==> src/sv/vau_pkg.sv <==
`timescale 1ns / 1ps

package vau_pkg;

	localparam int COMP_WIDTH = 16;
	localparam int FACTOR_WIDTH = 16;
	localparam int SQ_WIDTH = 2 * COMP_WIDTH;
	localparam int ROOT_WIDTH = COMP_WIDTH;
	localparam int REM_WIDTH = COMP_WIDTH + 2;
	localparam int Q_WIDTH = COMP_WIDTH - 1;
	localparam int SQRT_CELLS = SQ_WIDTH / 2;
	localparam int DIV_CELLS = Q_WIDTH;

	localparam logic [2:0] OP_ADD = 3'd0;
	localparam logic [2:0] OP_SUB = 3'd1;
	localparam logic [2:0] OP_SCALE = 3'd2;
	localparam logic [2:0] OP_MAG = 3'd3;
	localparam logic [2:0] OP_NORM = 3'd4;

	localparam logic [1:0] ST_OK = 2'd0;
	localparam logic [1:0] ST_SAT = 2'd1;
	localparam logic [1:0] ST_ZERO = 2'd2;

	localparam logic [Q_WIDTH-1:0] NORM_ONE = Q_WIDTH'(1) << (COMP_WIDTH - 2);

	typedef struct packed {
		logic [2:0]                   opcode;
		logic signed [COMP_WIDTH-1:0] ax;
		logic signed [COMP_WIDTH-1:0] ay;
		logic signed [COMP_WIDTH-1:0] bx;
		logic signed [COMP_WIDTH-1:0] by;
		logic signed [FACTOR_WIDTH-1:0] factor;
	} vau_cmd_t;

	typedef struct packed {
		logic signed [COMP_WIDTH-1:0] rx;
		logic signed [COMP_WIDTH-1:0] ry;
		logic [COMP_WIDTH-1:0]        magnitude;
		logic [1:0]                   status;
	} vau_res_t;

	// item data that rides along the cell chains
	typedef struct packed {
		logic [2:0]                   opcode;
		logic signed [COMP_WIDTH-1:0] rx;
		logic signed [COMP_WIDTH-1:0] ry;
		logic [1:0]                   status;
		logic                         sx;
		logic                         sy;
		logic [COMP_WIDTH-1:0]        absx;
		logic [COMP_WIDTH-1:0]        absy;
	} vau_lane_t;

	typedef struct packed {
		logic [SQ_WIDTH-1:0]   rad;
		logic [ROOT_WIDTH-1:0] root;
		logic [REM_WIDTH-1:0]  rem;
	} vau_sq_t;

	typedef struct packed {
		logic [ROOT_WIDTH-1:0] mag;
		logic [COMP_WIDTH-1:0] remx;
		logic [COMP_WIDTH-1:0] remy;
		logic                  nbx;
		logic                  nby;
		logic [Q_WIDTH-1:0]    qx;
		logic [Q_WIDTH-1:0]    qy;
	} vau_dv_t;

	// clamp a wide signed value to the component range, flag in the top bit
	function automatic logic [COMP_WIDTH:0] sat_comp(input logic signed [SQ_WIDTH:0] v);
		logic signed [SQ_WIDTH:0] hi;
		logic signed [SQ_WIDTH:0] lo;
		hi = (SQ_WIDTH+1)'((64'sd1 <<< (COMP_WIDTH - 1)) - 64'sd1);
		lo = -(SQ_WIDTH+1)'(64'sd1 <<< (COMP_WIDTH - 1));
		if (v > hi) begin
			sat_comp = {1'b1, hi[COMP_WIDTH-1:0]};
		end else if (v < lo) begin
			sat_comp = {1'b1, lo[COMP_WIDTH-1:0]};
		end else begin
			sat_comp = {1'b0, v[COMP_WIDTH-1:0]};
		end
	endfunction

endpackage

==> src/sv/vau_sqrt_cell.sv <==
`timescale 1ns / 1ps

module vau_sqrt_cell import vau_pkg::*; (
	input  logic      clk,
	input  logic      arst_n,
	input  logic      valid_in,
	input  vau_lane_t lane_in,
	input  vau_sq_t   sq_in,
	output logic      valid_out,
	output vau_lane_t lane_out,
	output vau_sq_t   sq_out
);

	logic [REM_WIDTH+1:0] cur;
	logic [REM_WIDTH+1:0] trial;
	vau_sq_t              nxt;

	// one root bit: bring down two radicand bits, try the subtract
	always_comb begin
		cur = {sq_in.rem, sq_in.rad[SQ_WIDTH-1 -: 2]};
		trial = (REM_WIDTH+2)'({sq_in.root, 2'b01});
		nxt.rad = sq_in.rad << 2;
		if (cur >= trial) begin
			nxt.rem = REM_WIDTH'(cur - trial);
			nxt.root = {sq_in.root[ROOT_WIDTH-2:0], 1'b1};
		end else begin
			nxt.rem = REM_WIDTH'(cur);
			nxt.root = {sq_in.root[ROOT_WIDTH-2:0], 1'b0};
		end
	end

	always_ff @(posedge clk or negedge arst_n) begin
		if (!arst_n) begin
			valid_out <= 1'b0;
		end else begin
			valid_out <= valid_in;
		end
	end

	always_ff @(posedge clk) begin
		lane_out <= lane_in;
		sq_out <= nxt;
	end

endmodule

==> config.mk <==
export PLATFORM = sky130hd
export DESIGN_NAME = vau_sqrt_cell
export DESIGN_NICKNAME = d
export VERILOG_FILES = /design/src/sv/vau_pkg.sv /design/src/sv/vau_sqrt_cell.sv
export SDC_FILE = /design/constraint.sdc
export NUM_CORES = 1
export LEC_CHECK = 0
export BUFFER_PORTS_ARGS = -buffer_cell sky130_fd_sc_hd__buf_2
export CORE_AREA = 2 2 109 111
export DETAILED_ROUTE_END_ITERATION = 7
export DIE_AREA = 0 0 111 113
export PLACE_DENSITY = 0.7
export SLEW_MARGIN = 20
export SYNTH_ARGS = -nofsm -noshare
export SYNTH_HDL_FRONTEND = slang
export SYNTH_SLANG_ARGS = --single-unit
==> constraint.sdc <==
create_clock -name clk -period 0.8 [get_ports clk]
set_input_delay 0.04 -clock clk [delete_from_list [all_inputs] [get_ports clk]]
set_output_delay 0.04 -clock clk [all_outputs]
set_load 0.01 [all_outputs]
# Word-level counts from Yosys, hierarchy flattened

Index checks and enable logic that the tools add are counted.

Output and inout port bits: 138
Bits of input ports: 140
Word-level logic and storage cells: 15
Register bits: 136

Muxes and demuxes: 1
$lt $le $gt $ge: 1
Add/subtract/negate cells: 1

Operators by type and width:

| kind                                                           | number |
|---|---|
| 20-bit by 18-bit greater-or-equal comparator with 1-bit output | 1 |
| 19-bit 2-to-1 mux                                              | 1 |
| 18-bit subtractor                                              | 1 |

# Logic depth before layout (Yosys ltp)

Depth after elaboration: 2
Depth in mapped cells: 11

# Worst setup path after synthesis

OpenSTA, ideal clock, no wires.

Path type: input to register
From: in sq_in[25] in the netlist's numbering
To: reg sq_out[10] in the netlist's numbering
Arrival time: 2080 ps
Path buffers: 2
Stages: 11
Slack: -1401 ps
Cell sequence: inv_1 -> ha_1 -> buf_6 -> a21o_1 -> a221o_1 -> a311oi_2 -> o21ai_2 -> nor2b_4 -> inv_4 -> buf_6 -> mux2_4

RTL lines:

| item                 | RTL line            | source |
|---|---|---|
| start, declared      | vau_sqrt_cell.sv:8  | `input vau_sq_t sq_in,` |
| end signal, assigned | vau_sqrt_cell.sv:42 | `sq_out <= nxt;` |
| end, declared        | vau_sqrt_cell.sv:11 | `output vau_sq_t sq_out` |

==> flow_summary.ini <==
[run_status]
status = finished, violations left
violations = negative setup slack

[floorplan]
die_w_microns = 111
core-area_sq_um = 11300
rows = 39
io_pins = 278
fp.dieH_microns = 113
dieArea_sq_um = 12500
start_util_pct = 35.1

[critical_path]
path_delay_family = compound AO/OA/AOI/OAI gates
cp_max_fo = 8
cp-start-kind = primary input
critical_path.max_stage_delay_ns = 0.36
cp.arrival_ns = 2.01
crit_required_ns = 1.09
critPathBufInv = 3
crit_cells = 10
critPathKind = in -> reg
endpoint_kind = flop
cp_slowest_cell = a221o_1
path_cells = buf_8 -> inv_4 -> ha_4 -> and2_4 -> a221o_1 -> a311oi_2 -> o21ai_2 -> nor2b_4 -> inv_8 -> mux2_4

[cts]
cts_max_level = 4
cts_buffers = 17
cts_tree = done
cts_root_buf = clkbuf_16
cts.sinks = 136
clockBufferDepth = 2
path_clk_slew_ns = 0.06

[layout]
final_design_area_no_fill_sq_um = 8860
layout-drive-gt1-share_pct = 61.8
multi_input_area_sq_um = 1230
area_growth_pct = 124
nets = 943
antenna_cells = 0
n_fill_cell = 622
regArea_sq_um = 2840

[place]
gp_congestion = 0.837
place_ws_ns = -1.46
hpwl_microns = 9560
port_buffers = 275
dpl_cell_area_sq_um = 5900

[drt]
wl_per_cell_microns = 20.2
drcViolationCount = 0
routed_wl_microns = 19000
first_iter_violations = 222
route.detailed.vias_per_inst = 4.65
num_vias = 4375
ant_nets = 0
first_pass_iters = 7

[global_routing]
grt_max_degree = 17
antenna_found_initial = 0
grt_pass1_vias = 4582
gr-total-overflow = 0
grt_pass1_wl_microns = 25700
track_usage_pct = 26.9

[yosys]
synth_area_leaders = dfxtp_1, ha_1, mux2_4, xnor2_1, inv_1
netlist.area_leader.share_pct = 68.4
synth.most_common_cell = dfxtp_1
synthesis.area_sq_um = 3950
synthArstFlopShare_pct = 0.735
syn_inst = 296
synth_ff_type = dfxtp_1
synth.top_cells.by_count = dfxtp_1, inv_1, ha_1
yosysWarnings = 0
synth.distinct_cells = 48
synth_top_area_cell = dfxtp_1
seq_area_frac_synth_pct = 69.0
synth_edf_count = 0
syn_avg_cell_area_sq_um = 13.3
ys_ff_latch = 136

[pwr]
seq_power_share_pct = 37.5
leakage_nw = 4.25
clkPwrFrac_pct = 43.9
power_mw = 20.3
swShare_pct = 23.5
internal_power_mw = 15.5
pwr-share-comb_pct = 18.7
ir_drop_uv = 2280
p_per_area_nw_per_um2 = 2290
p_switching_mw = 4.78

[hold_path]
hold_path_depth = 4
hp-class = in -> reg

[timing]
final.setup.worst_slack_ns = -0.924
fin_tns_setup_ns = -27.85
setup_viol = 155
maxSlewViolCount = 0
grt_setup_unrepaired = yes
period_minus_slack_ns = 1.72
hold_slack_ns = 0.0285
finalHoldViolations = 0
max_freq_mhz = 580
fin_crit_sh_pct = 215

[flow_run]
cap_violations = 0
-- placed cells by master, fill, tap and decap left out, drive strengths merged, types with 2 or more instances in the layout --
cell type	count
buf	337
dlygate4sd3	137
dfxtp	135
clkbuf	22
inv	22
ha	18
mux2	14
a21oi	12
xnor2	11
nor2	7
o21ai	7
nand2	6
o211ai	6
o21a	5
bufinv	5
a21o	4
nor3	4
xor2	4
nand3	3
nand4	3
and2	3
and3	2
nand2b	2
o31ai	2
o2111ai	2
conb	2
clkinvlp	2
a311oi	2
nor2b	2
clkinv	2
-- power groups by stage --
stage	combinational [mW]	sequential, mW	clock [mW]
after floorplan	0.880	7.85	0
after global placement	2.49	7.55	0
after detailed placement	2.53	7.56	0
after CTS	3.34	7.47	8.83
after global routing	4.01	7.63	9.28
final	3.79	7.61	8.90
-- path summary, 6_finish.rpt --
path                           start         end  slack, ns
max in group asynchronous     arst_n   valid_out       0.17
hold / removal             sq_in[64]   sq_out[1]       0.03
setup / recovery           sq_in[27]  sq_out[10]      -0.92
min in group asynchronous     arst_n   valid_out       0.52
-- layout make-up --
cell class / instances / area share, %
clock buffer: 22 / 5.47
clock inverter: 10 / 2.12
inverter: 20 / 1.13
multi-input combinational: 135 / 13.9
sequential: 136 / 32.1
tap: 143 / 2.02
timing repair buffer: 474 / 43.2
timing repair inverter: 1 / 0.0989
-- metal layers --
layer  share of wire [%]  track usage [%]
met4                 5.2             14.9
met3                 6.3             7.34
met5                   0                0
met2                  54             49.7
met1                  35             27.5
-- kinds of logic after synthesis --
| kind of cell | count (synthesis) | share of synthesized area, % |
|---|---|---|
| other | 1 | 0.0949 |
| DFF | 136 | 69.0 |
| muxes | 15 | 5.00 |
| adders and majority gates | 18 | 5.70 |
| buffers and inverters | 26 | 3.10 |
| xor gates and xnor gates | 15 | 3.32 |
| and+or+nand+nor | 35 | 4.75 |
| AOI/OAI and AO/OA | 50 | 8.99 |
-- per-stage QoR --
step | cells | utilization (%)
floorplan | 297 | -
global placement | 762 | 52.3
detailed placement | 762 | 52.3
CTS | 937 | 73.7
global route | 941 | 78.6
finish | 941 | 78.6
-- state kept, by name, indices dropped and copies added, names as in the netlist --
signal     flops
sq_out        64
lane_out      71
valid_out      1
-- timing repair --
item	CTS	global route
setup buffers	6	3
pin swaps	8	4
cloned	1	0
endpoints found under the setup margin	155	155
gates resized for setup	89	137
hold endpoints to repair	136	1
hold buffers	136	1
Power figures use the tool's default switching activity.
